--- config.mk ---
export PLATFORM = sky130hd
export DESIGN_NAME = iptt_cell
export DESIGN_NICKNAME = d
export VERILOG_FILES = /design/src/rtl/core/iptt_pkg.sv /design/src/rtl/core/iptt_cell.sv
export SDC_FILE = /design/constraint.sdc
export NUM_CORES = 1
export LEC_CHECK = 0
export ABC_AREA = 1
export BUFFER_PORTS_ARGS = -buffer_cell sky130_fd_sc_hd__buf_4
export CAP_MARGIN = 20
export CORE_AREA = 2 2 116 118
export CTS_BUF_LIST = sky130_fd_sc_hd__clkbuf_4
export CTS_CLUSTER_SIZE = 20
export DETAILED_ROUTE_END_ITERATION = 7
export DIE_AREA = 0 0 118 120
export GPL_TIMING_DRIVEN = 0
export PLACE_DENSITY = 0.75
export SLEW_MARGIN = 20
export SYNTH_ARGS = -nofsm -noshare
export SYNTH_HDL_FRONTEND = slang
export SYNTH_SLANG_ARGS = --single-unit
--- constraint.sdc ---
create_clock -name clk -period 5.6 [get_ports clk]
set_input_delay 1.12 -clock clk [delete_from_list [all_inputs] [get_ports clk]]
set_output_delay 1.12 -clock clk [all_outputs]
set_load 0.01 [all_outputs]
--- src/rtl/core/iptt_pkg.sv ---
// ---------------------------------------------------------------------------
// iptt_pkg
// Shared types and constants for the indexed priority task table: entry
// layout, command broadcast to the cell chain, opcodes and status codes.
// ---------------------------------------------------------------------------
package iptt_pkg;

    // number of table slots, one chain cell per slot
    localparam int CAPACITY = 64;
    localparam int OCC_W    = $clog2(CAPACITY + 1);

    localparam int ID_W    = 16;
    localparam int OWNER_W = 16;
    localparam int PRIO_W  = 16;
    localparam int KEY_W   = PRIO_W + ID_W;

    typedef enum logic [1:0] {
        OP_ADD    = 2'd0,
        OP_EDIT   = 2'd1,
        OP_REMOVE = 2'd2,
        OP_EXEC   = 2'd3
    } opcode_t;

    typedef enum logic [1:0] {
        ST_OK      = 2'd0,
        ST_FULL    = 2'd1,
        ST_UNKNOWN = 2'd2
    } status_t;

    // task payload held by one cell
    typedef struct packed {
        logic [PRIO_W-1:0]  prio;
        logic [ID_W-1:0]    id;
        logic [OWNER_W-1:0] owner;
    } data_t;

    typedef struct packed {
        logic  valid;
        data_t data;
    } entry_t;

    // update broadcast to every cell: optional removal of the entry with
    // key rem_key, then optional sorted insertion of new_data
    typedef struct packed {
        logic             rem;
        logic             ins;
        logic [KEY_W-1:0] rem_key;
        data_t            new_data;
    } cmd_t;

    // ordering key: priority first, then task id
    function automatic logic [KEY_W-1:0] key_of(input data_t d);
        return {d.prio, d.id};
    endfunction

endpackage

--- src/rtl/core/iptt_cell.sv ---
// ---------------------------------------------------------------------------
// iptt_cell
// One slot of the sorted task chain. The chain is kept in descending key
// order with all valid entries packed at the head. On commit each cell
// picks its next entry from itself, its right neighbor, the left neighbor's
// post-removal value or the inserted entry, using only local compares.
// ---------------------------------------------------------------------------
module iptt_cell (
    input  logic            clk,
    input  logic            rst_n,
    input  logic            commit,
    input  iptt_pkg::cmd_t  cmd,
    input  logic [15:0]     look_id,
    input  iptt_pkg::entry_t right_ent,
    input  logic            right_gt,
    input  iptt_pkg::entry_t left_rl,
    input  logic            left_rl_gt,
    output iptt_pkg::entry_t ent,
    output logic            gt_new,
    output iptt_pkg::entry_t rl,
    output logic            rl_gt,
    output logic            match
);
    import iptt_pkg::*;

    logic             valid_reg;
    logic             valid_next;
    data_t            data_reg;
    data_t            data_next;
    logic [KEY_W-1:0] own_key;
    logic             below_rem;
    entry_t           ins_ent;

    assign ent.valid = valid_reg;
    assign ent.data  = data_reg;
    assign own_key   = key_of(data_reg);

    // local compares against the broadcast keys and the lookup id
    assign match     = valid_reg && (data_reg.id == look_id);
    assign gt_new    = valid_reg && (own_key > key_of(cmd.new_data));
    assign below_rem = cmd.rem && !(valid_reg && (own_key > cmd.rem_key));

    // value of this position after the removal step
    assign rl    = below_rem ? right_ent : ent;
    assign rl_gt = below_rem ? right_gt : gt_new;

    // insertion step: keep, take the new entry, or take the left value
    always_comb
    begin
        ins_ent.valid = 1'b1;
        ins_ent.data  = cmd.new_data;
        priority if (!cmd.ins || rl_gt)
        begin
            valid_next = rl.valid;
            data_next  = rl.data;
        end
        else if (left_rl_gt)
        begin
            valid_next = ins_ent.valid;
            data_next  = ins_ent.data;
        end
        else
        begin
            valid_next = left_rl.valid;
            data_next  = left_rl.data;
        end
    end

    // slot valid bit
    always_ff @(posedge clk or negedge rst_n)
    begin
        if (!rst_n)
            valid_reg <= 1'b0;
        else if (commit)
            valid_reg <= valid_next;
    end

    // slot payload
    always_ff @(posedge clk)
    begin
        if (commit)
            data_reg <= data_next;
    end

endmodule

Yosys cells after proc, flatten, opt, wreduce, memory -nomap -nowiden
Cells that the tools add are included.
{"block": "op_classes", "magnitude_cmp": 2, "mux": 6, "n_eq_ne": 1, "reduce_logical": 7}
{"operator": "48-bit two-way mux", "n": 2}
{"operator": "32-bit > comparator", "n": 2}
{"operator": "49-bit two-way mux", "n": 1}
{"operator": "16-bit == test", "n": 1}
{"operator": "1-bit logical AND", "n": 4}
{"operator": "1-bit two-way mux", "n": 3}
{"operator": "1-bit logical NOT", "n": 2}
{"operator": "1-bit logical OR", "n": 1}
{"block": "totals", "word_cells": 20, "output_inout_bits": 101, "register_bits": 49}

Depth between registers and ports, before layout
Gate-level depths: netlist of run 1.
{"block": "logic_depth", "depth_word": 7, "mapped_depth": 21}

Least setup slack after synthesis of run 1
OpenSTA, ideal clock, no wires.
{"block": "synth_timing", "path_kind": "in2out", "from": "in cmd[67] (netlist name)", "to": "out rl[48] (netlist name)", "setup_slack_ps": 1926, "cell_stages": 15, "required_time_ps": 4480, "path_buffers": 1, "t_arrival_ps": 2554, "cell_sequence": "inv_1 > ha_1 > nand2_1 > inv_1 > nand2_1 > nand2_1 > nand2_1 > nand3_1 > a21oi_1 > nand2_1 > nand2_2 > nand2_4 > buf_4 > o21ai_0 > inv_1"}
{"element": "start, declared", "line_no": "iptt_cell.sv:12", "source": "input iptt_pkg::cmd_t cmd,"}
{"element": "end, declared", "line_no": "iptt_cell.sv:20", "source": "output iptt_pkg::entry_t rl,"}

==> impl_metrics.json, run 1 <==
{
  "status": "completed",
  "swShare_pct": 41.3,
  "synth_area_sq_mm": 0.00522,
  "die_area_sq_mm": 0.0142,
  "internal_power_uw": 935,
  "nets": 1291,
  "dpl.hpwl_um": 15700,
  "synth-edff-count": 48,
  "via_per_inst": 5.01,
  "async_flop_share_pct": 2.04,
  "gp_congestion": 0.878,
  "rsz0062_at_grt": "no",
  "cts_max_level": 2,
  "hold_buffers": 0,
  "finalSetupViolations": 0,
  "drtAntennaViolNets": 0,
  "first_global_vias": 5825,
  "dr.pass1.iters": 5,
  "cts_sinks": 49,
  "fin_worst_skew_ps": 21.0,
  "mostFrequentLayoutCell": "buf_4",
  "synth_top_flop_cell": "edfxtp_1",
  "peakVddDrop_v": 0.000119,
  "cp-end-kind": "output pin",
  "tritoncts": "built",
  "worst_ep_required_time_ps": 4480,
  "synth-seq-area-share_pct": 28.1,
  "fin_crit_ps": 4400,
  "hp-class": "input pin to async pin",
  "die_x_um": 118,
  "tns_ps": 0,
  "drive_gt1_share_pct": 36.5,
  "clk_latency_ps": 400,
  "critPathKind": "input pin to output pin",
  "fmax_ghz": 0.227,
  "area_growth_syn_to_layout_pct": 48.5,
  "critical-path-max-stage-delay_ps": 440,
  "max_cap_viol_count": 0,
  "grt_use_total_pct": 27.0,
  "fp.dieH_um": 120,
  "worstPathCellList": "buf_4 -> inv_1 -> ha_1 -> nand2_1 -> nor2_1 -> nand4_1 -> nor2_1 -> a21oi_1 -> nand2_2 -> clkbuf_1 -> nand3_1 -> nand2_1 -> buf_4",
  "p_sw_uw": 658,
  "cp.arrival_ps": 3280,
  "post_cts_buffers": 0,
  "via_count": 6033,
  "cts_resized": 0,
  "leakage_uw": 0.00418,
  "grt_max_degree": 51,
  "p_comb_share_pct": 54.8,
  "drv_slew": 0,
  "p_clk_share_pct": 11.9,
  "post_synth_inst_count": 720,
  "numCtsBuffers": 5,
  "p_per_area_mw_per_mm2": 206,
  "num_antenna_cells": 0,
  "design.core.area_sq_mm": 0.0130,
  "setup_ws_ps": 1200,
  "ioPinCount": 302,
  "ys_types": 38,
  "p_seq_share_pct": 33.3,
  "antenna_found_initial": 0,
  "drt_iter0_drc": 321,
  "slew_headroom_pct": 47.1,
  "post-place-ws_ps": 1190,
  "wirelength_um": 19700,
  "worst_setup_path_start_kind": "input pin",
  "port_buffers": 299,
  "clkTransAtPathRegs_ps": 150,
  "cp_slowest_cell": "clkbuf_1",
  "post_drt_wl_per_cell_um": 16.3,
  "num_rows": 42,
  "grt-ovfl-total": 0,
  "grt_pass1_wl_um": 30300,
  "whs_ps": 471,
  "drc": 0,
  "syn_avg_cell_area_sq_um": 7.24,
  "worstPathMaxFanout": 10,
  "ys_ff_latch": 49,
  "finalCritPeriodShare_pct": 78.6,
  "synth_warnings": 0,
  "layout_common_cells": "buf_4, nand2_1, inv_1",
  "finalHoldViolations": 0,
  "initial_core_util_pct": 40.2,
  "largest_reg_flops": 48,
  "clk_path_buf_depth": 2,
  "tightest_slew_ps": 793,
  "synth_nets": 985,
  "cts_root_buf": "clkbuf_4",
  "fillerInstances": 1277
}
-- final cells by class --
cell class	instances	area [sq um]	share of cell area, %
plain buffers	35	195	2.52
clock buffers	5	37.5	0.485
clock inverters	3	25.0	0.323
inverters	87	327	4.22
multi-input cells	549	3230	41.7
flip-flops and latches	49	1470	18.9
well taps	176	220	2.84
repair buffers	299	2240	29.0
-- worst max-delay path, delay by kind of cell --
kind | cells | cell delay, ps
AND/OR/NAND/NOR | 7 | 1070
adder cells (fa/ha/maj) | 1 | 280
buffers and inverters | 4 | 690
AO/OA/AOI/OAI | 1 | 100
-- cells by family (layout without fill, tap and decap cells) --
family / count (synthesis) / after routing / synth area share, %
compound gates: 141 / 141 / 15.8
xor+xnor: 5 / 5 / 0.840
fa+ha+maj: 64 / 64 / 15.4
buf+inv: 122 / 429 / 10.0
flops: 49 / 49 / 28.1
mux: 17 / 17 / 3.26
simple gates: 322 / 322 / 26.7
-- routing by layer --
metal  global-route usage (%)  up-vias  routed length, um
met5                        0        -                  0
met4                     7.15        0                430
met3                     5.85       30               1260
met2                     49.5      238              10100
li1                         -     3022                  -
met1                     31.9     2743               7890
-- power by group through the flow --
stage | clock, uW | sequential, uW | combinational, uW
5_1_grt | 210 | 538 | 970
6_report | 189 | 530 | 873
3_3_place_gp | 0 | 537 | 859
2_1_floorplan | 0 | 542 | 444
4_1_cts | 199 | 530 | 877
3_5_place_dp | 0 | 538 | 872
-- worst paths after layout --
check	start	to	slack [ps]	cells past startpoint
max	cmd[55]	rl[39]	1200	13
min	rst_n	valid_reg	470	1
max reg2reg	ent[23]	ent[32]	2800	14
min reg2reg	ent[12]	ent[12]	710	4
max in group asynchronous	rst_n	valid_reg	5050	1
min in group clk	ent[12]	ent[12]	710	4
-- synthesized netlist by cell type, types with 2 or more instances --
master	number	area share, %
xor2_1	2	0.34
clkbuf_1	15	1.1
o22ai_1	3	0.36
nand4_1	7	0.84
edfxtp_1	48	28
o21ai_0	39	3.7
nor2_1	27	1.9
buf_6	5	1.1
a2111oi_0	2	0.34
nand2_1	209	15
a221oi_1	2	0.34
nand3_1	47	4.5
a21oi_1	38	3.6
xnor2_1	3	0.50
o21bai_1	2	0.29
ha_1	64	15
mux2i_1	17	3.3
o21a_1	3	0.43
buf_2	9	0.86
o21ai_1	29	2.8
o21ai_2	20	3.4
or2_2	3	0.36
nand2_2	22	2.6
inv_1	86	6.2
buf_1	2	0.14
buf_4	4	0.58
-- stage by stage --
| step | std cells | total power (uW) | area (sq um) | utilization, % |
|---|---|---|---|---|
| after floorplan | 720 | 987 | 5220 | - |
| after global placement | 1195 | 1400 | 7680 | 59.2 |
| after detailed placement | 1195 | 1410 | 7680 | 59.2 |
| after CTS | 1203 | 1600 | 7740 | 59.6 |
| after global routing | 1203 | 1720 | 7740 | 59.6 |
| final | 1203 | 1590 | 7740 | 59.6 |
(Power assumes the default switching activity.)
==> run 2: changes to the inputs <==
Settings changed: CORE_AREA 2 2 116 118 to 2 2 118 120, DIE_AREA 0 0 118 120 to 0 0 120 122, PLACE_DENSITY 0.75 to 0.76.
Clock period 5.6 ns to 4.04 ns, I/O delays scaled along.
==> impl_metrics.json, run 2 (synthesis results as in run 1) <==
{
  "tritoncts": "built",
  "cp.arrival_ps": 2990,
  "status": "completed",
  "cp_slowest_cell": "edfxtp_1",
  "reg2reg_to": "ent[45]",
  "post_drt_wl_per_cell_um": 16.4,
  "drt_iter0_drc": 215,
  "grt_use_total_pct": 26.1,
  "finish.utilization_pct": 57.6,
  "worstPathMaxFanout": 10,
  "via_count": 6055,
  "fp.dieH_um": 122,
  "cts_sinks": 49,
  "path_buf_inv": 2,
  "drtAntennaViolNets": 0,
  "worst_setup_path_start_kind": "flip-flop",
  "fin_crit_ps": 3790,
  "die_area_sq_mm": 0.0146,
  "mostFrequentLayoutCell": "buf_4",
  "design.core.area_sq_mm": 0.0135,
  "grt_pass1_wl_um": 30100,
  "regArea_sq_mm": 0.00147,
  "drv_slew": 0,
  "grt_max_degree": 51,
  "worstReg2RegStart": "ent[47]",
  "critical-path-top-delay-family": "simple AND/OR/NAND/NOR gates",
  "fin_worst_skew_ps": 18.4,
  "dr.pass1.iters": 5,
  "finalCritPeriodShare_pct": 93.9,
  "cts_root_buf": "clkbuf_4",
  "cp-end-kind": "output pin",
  "tightest_slew_ps": 766,
  "max_cap_viol_count": 0,
  "tns_ps": 0,
  "peakVddDrop_v": 0.000140,
  "drc": 0,
  "port_buffers": 299,
  "num_rows": 43,
  "rsz0062_at_grt": "no",
  "worst_ep_required_time_ps": 3230,
  "gp_congestion": 0.872,
  "antenna_found_initial": 0,
  "largest_reg_flops": 48,
  "grt-ovfl-total": 0,
  "finalHoldViolations": 0,
  "fmax_ghz": 0.264,
  "clk_latency_ps": 390,
  "cp-startpoint": "ent[23]",
  "layout_common_cells": "buf_4, nand2_1, inv_1",
  "critPathKind": "flip-flop to output pin",
  "fillerInstances": 1340,
  "drive_gt1_share_pct": 36.7,
  "multi_input_area_sq_mm": 0.00323,
  "critical-path-max-stage-delay_ps": 530,
  "dpl.hpwl_um": 16000,
  "worstPathCellList": "ha_1 -> nand2_1 -> nor2_1 -> nand4_1 -> nor2_1 -> a21oi_1 -> nand2_2 -> buf_1 -> nand3_1 -> nand2_1 -> buf_4",
  "ioPinCount": 302,
  "hold_buffers": 0,
  "initial_core_util_pct": 38.6,
  "leakage_uw": 0.00419,
  "first_global_vias": 5949,
  "finalSetupViolations": 0,
  "numCtsBuffers": 5,
  "hp-class": "input pin to async pin",
  "ff2ff_path_depth": 10,
  "nets": 1291,
  "via_per_inst": 5.01,
  "wirelength_um": 19800,
  "cts_max_level": 2,
  "clk_path_buf_depth": 2,
  "p_per_area_mw_per_mm2": 292,
  "area_growth_syn_to_layout_pct": 49.1,
  "slew_headroom_pct": 48.9,
  "clkTransAtPathRegs_ps": 170,
  "die_x_um": 120,
  "reg2reg_setup_slack_ps": 1240
}
[run 2: layout make-up]
cell class | instances | area share, %
clock inverters | 3 | 0.596
flip-flops and latches | 49 | 18.9
multi-input cells | 549 | 41.5
well taps | 180 | 2.90
clock buffers | 5 | 0.483
repair buffers | 299 | 28.9
plain buffers | 35 | 2.54
diodes | 1 | 0.0322
inverters | 87 | 4.20
[run 2: through the flow]
stage	area, sq um	instances	setup slack (ps)	total power [uW]	hold slack (ps)
3_3_place_gp	7680	1199	339	1930	584
2_1_floorplan	5220	720	990	1370	512
6_report	7770	1208	246	2270	148
4_1_cts	7770	1207	130	2280	141
5_1_grt	7770	1207	76.4	2440	126
3_5_place_dp	7680	1199	243	1960	588
[run 2: worst max-delay path by stage]
stage,endpoint,slack [ps],depth (start not counted)
2_1_floorplan,rl[48],990,15
5_1_grt,rl[9],80,11
3_3_place_gp,rl[24],340,16
3_5_place_dp,rl[46],240,13
6_report,rl[17],250,11
4_1_cts,rl[24],130,11
[run 2: layer usage]
metal	global-route usage [%]	routed length [um]	share of wire, %	up-vias
li1	-	-	-	3020
met3	4.96	1390	7.0	25
met4	7.65	352	1.8	0
met5	0	0	0	-
met2	48.7	10100	51	251
met1	30.2	7960	40	2759
[run 2: what timing repair did]
item                                    4_1_cts  5_1_grt
resized for setup                             0        4
endpoints found under the hold margin         0        0
setup buffers                                 0        0
endpoints found under the setup margin        0        5
[run 2: power by group]
part,switching [uW],internal (uW),leakage (uW),total [uW]
Sequential,80.9,656,0.000489,737
Clock,186,131,0.0000414,317
Combinational,643,569,0.00366,1210
Total,910,1360,0.00419,2270
[run 2: worst register-to-register path, cell delays in order (launching register included)]
cell      delay (ps)
edfxtp_1         500
ha_1             340
nand2_1          100
nor3_2           270
nor2b_1          230
nand2_1           90
a21oi_2          340
nand2_2          150
nand3_4          130
buf_2            320
o21ai_1          110
